<file path="src/tcw_pkg.sv">
`default_nettype none

package tcw_pkg;

    // Screen geometry
    localparam int COLUMNS = 80;
    localparam int ROWS    = 25;
    localparam int CELLS   = ROWS * COLUMNS;

    // Field widths
    localparam int COL_W  = 7;
    localparam int ROW_W  = 5;
    localparam int ADDR_W = $clog2(CELLS);
    localparam int ATTR_W = 8;
    localparam int CHAR_W = 8;
    localparam int CELL_W = ATTR_W + CHAR_W;
    localparam int REQ_W  = 2;

    localparam logic [ROW_W-1:0]  LAST_ROW   = ROW_W'(ROWS - 1);
    localparam logic [CHAR_W-1:0] NL_CODE    = 8'd10;
    localparam logic [CHAR_W-1:0] SPACE_CODE = 8'h20;
    localparam logic [ATTR_W-1:0] ATTR_RESET = 8'h0F;

    // Request codes
    localparam logic [REQ_W-1:0] REQ_PUT   = 2'd0;
    localparam logic [REQ_W-1:0] REQ_CLEAR = 2'd1;
    localparam logic [REQ_W-1:0] REQ_READ  = 2'd2;

    // Register map
    localparam logic CFG_ATTR_ADDR = 1'b0;

    // Row table update issued by the request engine
    typedef struct packed {
        logic              clear;
        logic              scroll;
        logic              put;
        logic [ROW_W-1:0]  put_row;
        logic [COL_W-1:0]  put_fill;
        logic [ATTR_W-1:0] attr;
    } row_cmd_t;

    typedef enum logic [2:0] {
        ST_IDLE = 3'b001,
        ST_EXEC = 3'b010,
        ST_FIN  = 3'b100
    } state_t;

endpackage

`default_nettype wire

</file>
<file path="src/tcw_row_map.sv">
`default_nettype none

// Row table: maps screen rows to physical memory rows through a rotating top
// pointer, and keeps per physical row how many leading cells were written
// since the row was last blanked plus the attribute it was blanked with.
module tcw_row_map
    import tcw_pkg::*;
(
    input  wire logic              clk,
    input  wire logic              rst_n,
    input  wire row_cmd_t          cmd,
    input  wire logic [ROW_W-1:0]  cur_row,
    input  wire logic [ROW_W-1:0]  look_row,
    output logic      [ROW_W-1:0]  cur_phys,
    output logic      [ROW_W-1:0]  look_phys,
    output logic      [COL_W-1:0]  look_fill,
    output logic      [ATTR_W-1:0] look_attr
);

    logic [ROW_W-1:0]  top_reg;
    logic [COL_W-1:0]  fill_reg [ROWS];
    logic [ATTR_W-1:0] attr_reg [ROWS];
    logic [ROW_W-1:0]  look_row_safe;
    logic [ROW_W-1:0]  top_next;

    function automatic logic [ROW_W-1:0] rotate_row(
        input logic [ROW_W-1:0] row,
        input logic [ROW_W-1:0] top
    );
        logic [ROW_W:0] sum;
        sum = {1'b0, row} + {1'b0, top};
        if (sum >= (ROW_W + 1)'(ROWS))
        begin
            sum = sum - (ROW_W + 1)'(ROWS);
        end
        return sum[ROW_W-1:0];
    endfunction

    // Map logical rows to physical rows
    assign look_row_safe = (look_row < ROW_W'(ROWS)) ? look_row : '0;
    assign cur_phys      = rotate_row(cur_row, top_reg);
    assign look_phys     = rotate_row(look_row_safe, top_reg);
    assign look_fill     = fill_reg[look_phys];
    assign look_attr     = attr_reg[look_phys];

    // Advance the top pointer on scroll
    assign top_next = (top_reg == LAST_ROW) ? '0 : top_reg + 1'b1;

    // Update row descriptors
    always_ff @(posedge clk or negedge rst_n)
    begin
        if (!rst_n)
        begin
            top_reg <= '0;
            for (int i = 0; i < ROWS; i++)
            begin
                fill_reg[i] <= '0;
                attr_reg[i] <= ATTR_RESET;
            end
        end
        else if (cmd.clear)
        begin
            top_reg <= '0;
            for (int i = 0; i < ROWS; i++)
            begin
                fill_reg[i] <= '0;
                attr_reg[i] <= cmd.attr;
            end
        end
        else
        begin
            if (cmd.put)
            begin
                fill_reg[cmd.put_row] <= cmd.put_fill;
            end
            // old top row becomes the new blank bottom row
            if (cmd.scroll)
            begin
                fill_reg[top_reg] <= '0;
                attr_reg[top_reg] <= cmd.attr;
                top_reg           <= top_next;
            end
        end
    end

endmodule

`default_nettype wire

</file>
<file path="config.mk">
export PLATFORM = sky130hd
export DESIGN_NAME = tcw_row_map
export DESIGN_NICKNAME = d
export VERILOG_FILES = /design/src/tcw_pkg.sv /design/src/tcw_row_map.sv
export SDC_FILE = /design/constraint.sdc
export NUM_CORES = 1
export LEC_CHECK = 0
export BUFFER_PORTS_ARGS = -buffer_cell sky130_fd_sc_hd__buf_2
export CAP_MARGIN = 40
export CORE_MARGIN = 4
export CORE_UTILIZATION = 45
export CTS_CLUSTER_SIZE = 8
export DETAILED_ROUTE_END_ITERATION = 10
export PLACE_DENSITY_LB_ADDON = 0.15
export SLEW_MARGIN = 5
export SYNTH_ARGS = -nofsm -noshare
export SYNTH_HDL_FRONTEND = slang
export SYNTH_SLANG_ARGS = --single-unit
</file>
<file path="constraint.sdc">
create_clock -name clk -period 6.71 [get_ports clk]
set_clock_uncertainty 0.05 [all_clocks]
set_input_delay 1.342 -clock clk [delete_from_list [all_inputs] [get_ports clk]]
set_output_delay 1.342 -clock clk [all_outputs]
set_load 0.05 [all_outputs]
</file>
==> results of run 1 <==
## metal layers
layer | GRT usage [%] | routed length [um] | vias up
met2 | 43.1 | 29700 | 592
met4 | 8.45 | 1760 | 2
li1 | - | - | 7860
met3 | 4.61 | 4230 | 113
met5 | 0 | 13 | -
met1 | 37.4 | 28000 | 8307
## stage by stage
stage	hold WS [ns]	setup WS [ns]	total power (uW)	utilization (%)	cells
finish	0.401	0.161	6680	53.0	2995
global route	0.413	0.00656	6960	53.0	2995
CTS	0.402	0.0175	6650	52.5	2993
detailed placement	0.394	0.00599	4090	48.9	2894
global placement	0.390	0.105	4060	48.7	2884
floorplan	0.384	0.0320	3490	-	2321
## kinds of logic (layout without fill, tap and decap cells)
group                      count (synthesis)  count (layout)  synth area share (%)
muxes                                    204             204                  10.7
xor gates and xnor gates                  12              12                 0.568
and+or+nand+nor                         1268            1268                  25.9
adders and majority gates                 20              20                  1.34
AOI/OAI and AO/OA                        256             256                  8.99
buffers and inverters                    181             270                  3.92
DFF                                      380             380                  48.6
## cell usage in the layout, fill, tap and decap left out, types with 4 or more instances in the layout
master and instances:
a32oi_2 10, or3_1 6, nand3_1 147, mux2i_1 187, a32o_1 4, and2_1 6
a21o_1 15, a31o_2 12, nand3b_1 4, buf_2 44, nand2_1 915, buf_6 11
nand3_2 4, xnor2_1 9, a21oi_1 85, mux2_2 12, mux4_2 4, a22o_1 4
clkbuf_16 54, and3_1 5, a22oi_2 5, o21ai_0 11, nand4_1 5, o2111ai_1 14
inv_1 12, nor2_1 149, dfstp_2 100, a31oi_1 30, buf_12 16, clkbuf_1 42
ha_1 18, buf_4 80, o221ai_1 13, dfrtp_1 280, a221oi_1 12
## how the worst min path moves through the flow
stage                                    startpoint                        end  cells after the start
after CTS                  attr_reg[49]$_DFFE_PN1P_   attr_reg[49]$_DFFE_PN1P_                      2
final                      attr_reg[67]$_DFFE_PN1P_   attr_reg[67]$_DFFE_PN1P_                      2
after global placement     attr_reg[81]$_DFFE_PN1P_   attr_reg[81]$_DFFE_PN1P_                      2
after detailed placement  attr_reg[138]$_DFFE_PN1P_  attr_reg[138]$_DFFE_PN1P_                      2
after global routing      attr_reg[129]$_DFFE_PN1P_  attr_reg[129]$_DFFE_PN1P_                      2
after floorplan            attr_reg[40]$_DFFE_PN1P_   attr_reg[40]$_DFFE_PN1P_                      2
## synthesized netlist by cell type (4+ instances only)
cell,number,area [um2]
dfstp_2,100,2630
nor2_2,4,25.0
a21o_1,15,113
mux4_2,4,90.1
nand3_1,151,756
a221oi_1,14,123
buf_4,5,37.5
ha_1,18,225
a32oi_1,13,114
nand3b_1,4,30.0
and2_1,6,37.5
o2111ai_1,14,123
a31oi_1,33,206
o21ai_0,11,55.1
o221ai_1,13,114
clkbuf_1,92,345
mux2i_1,187,1870
inv_1,13,48.8
nor2_1,150,563
mux2_2,12,135
buf_1,25,93.8
nor3_1,4,20.0
a31o_2,13,114
or3_1,6,37.5
dfrtp_1,280,7010
a22oi_1,6,45.0
nand2_1,915,3430
a32o_1,4,40.0
a21oi_1,85,425
buf_2,39,195
nand4_1,5,31.3
a22o_1,4,35.0
xnor2_1,9,78.8
nor3b_1,4,30.0
and3_1,5,31.3
## worst max-delay path: cells and delay by family
kind / cells / cell delay [ns]
adder cells (fa/ha/maj): 3 / 0.91
buffers and inverters: 7 / 1.01
AND/OR/NAND/NOR: 7 / 1.08
multiplexers: 1 / 0.39
AO/OA/AOI/OAI: 2 / 0.39
## what timing repair did
| item | in CTS | in global routing |
|---|---|---|
| resized for setup | 0 | 55 |
| setup buffers | 0 | 2 |
| hold buffers | 0 | 0 |
| setup endpoints to repair | 0 | 15 |
## report_power, final
part / leakage (uW) / internal [uW] / switching (uW)
logic: 0.00546 / 529 / 1060
clock network: 0.000738 / 1520 / 1040
registers: 0.00477 / 2460 / 72.3
total: 0.0110 / 4500 / 2180
## area by class of cell
cell class | instances | area (um2)
Fill cell | 3996 | 20300
Sequential cell | 380 | 9630
Multi-Input combinational cell | 1760 | 9620
Clock buffer | 97 | 1520
Timing Repair Buffer | 155 | 1310
Tap cell | 585 | 732
Inverter | 16 | 65.1
Clock inverter | 2 | 38.8
==> flow_metrics.py, run 1 <==
metrics = {
    "status": {
        "status": "completed",
    },
    "placed_design": {
        "hpwlAfterDp_um": 42800,
        "io_buffers": 59,
        "gp_congestion": 0.898,
        "place_area_um2": 21200,
    },
    "pwr": {
        "p_leak_uw": 0.0110,
        "power.density_nw_per_um2": 291,
        "peakVddDrop_v": 0.000210,
    },
    "finish": {
        "drive_gt1_share_pct": 16.2,
        "area_growth_syn_to_layout_pct": 15.7,
        "final_area_um2": 22900,
        "finalNetCount": 2421,
        "num_antenna_cells": 0,
        "largest_reg_flops": 200,
    },
    "timing": {
        "max_freq_ghz": 0.153,
        "period_share_pct": 97.6,
        "tns_ns": 0,
        "fin_crit_ns": 6.55,
        "maxSlewHeadroom_pct": 38.1,
        "timing_hold_violations_final": 0,
        "drv_slew": 0,
        "tightest_slew_ns": 0.928,
        "setup_viol": 0,
        "rsz0062_at_grt": "false",
    },
    "worst_setup_path": {
        "r2r-start": "top_reg[1]$_DFFE_PN0P_",
        "cp_slowest_cell": "fa_1",
        "r2r-end": "attr_reg[140]$_DFFE_PN0P_",
        "cp.arrival_ns": 5.16,
        "path_max_fanout": 8,
        "start_kind": "input pin",
        "crit_path_start": "look_row[4]",
        "path_common_cell": "buf_4",
        "r2r_cells": 5,
        "endpoint_kind": "output pin",
        "path_cells": "buf_2 > nand2_1 > and2_1 > ha_1 > fa_1 > inv_1 > ha_1 > inv_2 > o32ai_2 > nor4_4 > buf_4 > nand2b_4 > mux2i_4 > nor2_2 > buf_6 > buf_4 > nand3_1 > nand4_1 > a32oi_2 > buf_4",
        "path_class": "input pin to output pin",
        "rrSetupSlack_ns": 3.99,
        "critPathCapture": "look_fill[0]",
        "max_stage_delay_ns": 0.51,
        "critical_path_required_ns": 5.32,
    },
    "floorplan": {
        "initial_core_util_pct": 45.8,
        "io_pins": 60,
        "dieArea_um2": 47500,
        "rows": 76,
        "dieHeight_um": 218,
        "fp.coreArea_um2": 43300,
        "die_w_um": 218,
    },
    "drt": {
        "vias": 16900,
        "vias_per_cell": 5.63,
        "drt_wl_total_um": 63700,
        "wl_per_cell_um": 21.3,
        "drcViolationCount": 0,
        "drt_iter0_drc": 1585,
        "ant_nets": 0,
        "first_pass_iters": 5,
    },
    "global_routing": {
        "grt_pass1_vias": 16500,
        "grtUsageTotal_pct": 26.8,
        "grt_first_pass_wirelength_um": 99600,
        "grt_overflow": 0,
        "antenna_found_initial": 1,
        "grt_start_max_net_pins": 159,
    },
    "synthesis": {
        "synth_edf_count": 0,
        "ys_ff_latch": 380,
        "ys_async_sr_fraction_pct": 100,
        "synth_cell_types": 75,
        "synth_seq_area_share_pct": 48.6,
        "synth_nets": 2376,
        "yosysWarnings": 0,
        "synth_area_um2": 19800,
        "synth_cells": 2321,
        "ys.flop_type": "dfrtp_1",
        "syn_area_per_cell_um2": 8.54,
    },
    "cts": {
        "cts_num_sinks": 380,
        "tritoncts": "built",
        "cts_max_level": 2,
        "cts_buffers": 53,
        "clock_path_buffers": 3,
        "clock_latency_ns": 0.59,
        "cts.clk_slew.worst_paths_ns": 0.05,
        "root_buffer": "clkbuf_16",
    },
    "flow_run": {
        "cap_viol_max_count": 0,
    },
    "min_path": {
        "min_path_type": "flip-flop to flip-flop",
    },
}
Note: power is estimated with default switching activity, not from simulation.
==> inputs of run 2 (changes only) <==
Settings changed: CORE_UTILIZATION 45 to 47.
==> flow_metrics.py, run 2 (synthesized netlist as in run 1, its figures left out) <==
metrics = {
    "pwr": {
        "p_leak_uw": 0.0109,
        "peakVddDrop_v": 0.000192,
        "power.density_nw_per_um2": 288,
    },
    "worst_setup_path": {
        "path_buf_inv": 7,
        "critical_path_required_ns": 5.32,
        "path_max_fanout": 15,
        "endpoint_kind": "output pin",
        "crit_family": "buffers and inverters",
        "path_cells": "buf_2 > nand2_2 > and2_1 > ha_2 > fa_1 > inv_2 > ha_1 > inv_2 > o32ai_4 > nor4_4 > buf_4 > o21ai_1 > xnor2_2 > inv_4 > clkbuf_16 > mux2i_1 > mux2i_1 > o2111ai_1 > a32oi_2 > clkbuf_4",
        "cp_slowest_cell": "fa_1",
        "path_class": "input pin to output pin",
        "start_kind": "input pin",
        "max_stage_delay_ns": 0.52,
        "cp.arrival_ns": 5.21,
    },
    "cts": {
        "clock_path_buffers": 3,
        "cts_buffers": 53,
        "cts_max_level": 2,
        "clock_latency_ns": 0.59,
        "root_buffer": "clkbuf_16",
        "cts.clk_slew.worst_paths_ns": 0.05,
        "tritoncts": "built",
        "cts_num_sinks": 380,
        "cts_hold_buffers": 0,
    },
    "floorplan": {
        "dieHeight_um": 213,
        "die_w_um": 213,
        "io_pins": 60,
        "rows": 74,
        "initial_core_util_pct": 48.0,
        "fp.coreArea_um2": 41300,
        "dieArea_um2": 45500,
    },
    "global_routing": {
        "grtUsageTotal_pct": 27.1,
        "top_usage_layer": "met2",
        "antenna_found_initial": 1,
        "use_met1_pct": 37.9,
        "grt_first_pass_wirelength_um": 96600,
        "grtUsageMet3_pct": 4.54,
        "grt_pass1_vias": 16500,
        "met2_usage_pct": 43.2,
        "grt_start_max_net_pins": 158,
        "grt_overflow": 0,
    },
    "drt": {
        "drt_iter0_drc": 1570,
        "vias": 17000,
        "wl_per_cell_um": 21.6,
        "ant_nets": 0,
        "first_pass_iters": 6,
        "vias_per_cell": 5.84,
        "drt_wl_total_um": 62800,
        "drcViolationCount": 0,
    },
    "timing": {
        "drv_slew": 0,
        "setup_viol": 0,
        "maxSlewHeadroom_pct": 35.5,
        "tns_ns": 0,
        "tightest_slew_ns": 0.968,
        "period_share_pct": 98.4,
        "timing_hold_violations_final": 0,
        "fin_crit_ns": 6.60,
        "max_freq_ghz": 0.151,
    },
    "finish": {
        "drive_gt1_share_pct": 16.0,
        "largest_reg_flops": 200,
        "fillCellCount": 3740,
        "num_antenna_cells": 0,
        "area_growth_syn_to_layout_pct": 14.3,
        "multi_input_area_um2": 9660,
        "finalNetCount": 2403,
        "final_area_um2": 22600,
        "most-common-layout-cells": "914 x nand2_1, 280 x dfrtp_1, 187 x mux2i_1",
        "ff_latch_area_um2": 9630,
        "layout_commonest_cell": "nand2_1",
    },
    "flow_run": {
        "cap_viol_max_count": 0,
    },
    "placed_design": {
        "io_buffers": 59,
        "hpwlAfterDp_um": 41100,
        "place_area_um2": 20800,
        "gp_congestion": 0.884,
    },
    "min_path": {
        "min_path_type": "flip-flop to flip-flop",
    },
    "status": {
        "status": "completed",
    },
}
## run 2: layout make-up
class	count	area share [%]
multi-input cells	1760	42.7
flip-flops and latches	380	42.6
clock buffers	75	6.32
repair buffers	137	5.03
well taps	532	2.94
inverters	16	0.310
clock inverters	3	0.182
## run 2: per-stage QoR
step	setup slack, ns	util (%)	instances	hold slack (ns)	total power (uW)
finish	0.108	54.8	2903	0.398	6530
CTS	0.0176	54.0	2894	0.402	6460
global placement	0.0594	50.2	2801	0.391	3970
detailed placement	0.0359	50.4	2816	0.394	3990
global route	-0.0555	54.8	2903	0.409	6790
floorplan	0.0320	-	2321	0.384	3490
## run 2: per-layer routing
metal / vias to the layer above / share of wire [%]
li1: 7799 / -
met1: 8345 / 42
met2: 688 / 47
met3: 119 / 7.5
met4: 2 / 2.8
met5: - / 0.021
## run 2: power by group
part | total [uW] | switching (uW) | internal, uW
registers | 2530 | 75.7 | 2460
logic | 1540 | 1050 | 488
clock network | 2460 | 1000 | 1450
total | 6530 | 2130 | 4400
## run 2: path summary, 6_finish.rpt
check	cells after the start	slack [ns]	start	endpoint
max	20	0.11	look_row[3]	look_fill[6]
min	2	0.40	attr_reg[17]$_DFFE_PN1P_	attr_reg[17]$_DFFE_PN1P_
max reg2reg	5	4.18	top_reg[1]$_DFFE_PN0P_	attr_reg[14]$_DFFE_PN0P_
min reg2reg	2	0.40	attr_reg[17]$_DFFE_PN1P_	attr_reg[17]$_DFFE_PN1P_
max in group asynchronous	2	4.60	rst_n	attr_reg[87]$_DFFE_PN0P_
min in group asynchronous	1	0.71	rst_n	attr_reg[148]$_DFFE_PN0P_
## run 2: tightest hold or removal path, stage by stage (launching register included)
cell     delay [ns]
dfstp_2        0.36
nand2_1        0.04
nand2_1        0.04
## run 2: what timing repair did
action / 4_1_cts / 5_1_grt
setup endpoints to repair: 1 / 15
endpoints found under the hold margin: 0 / 0
resized for setup: 1 / 60
gates cloned: 0 / 4
pin swaps: 0 / 11
setup buffers: 0 / 5
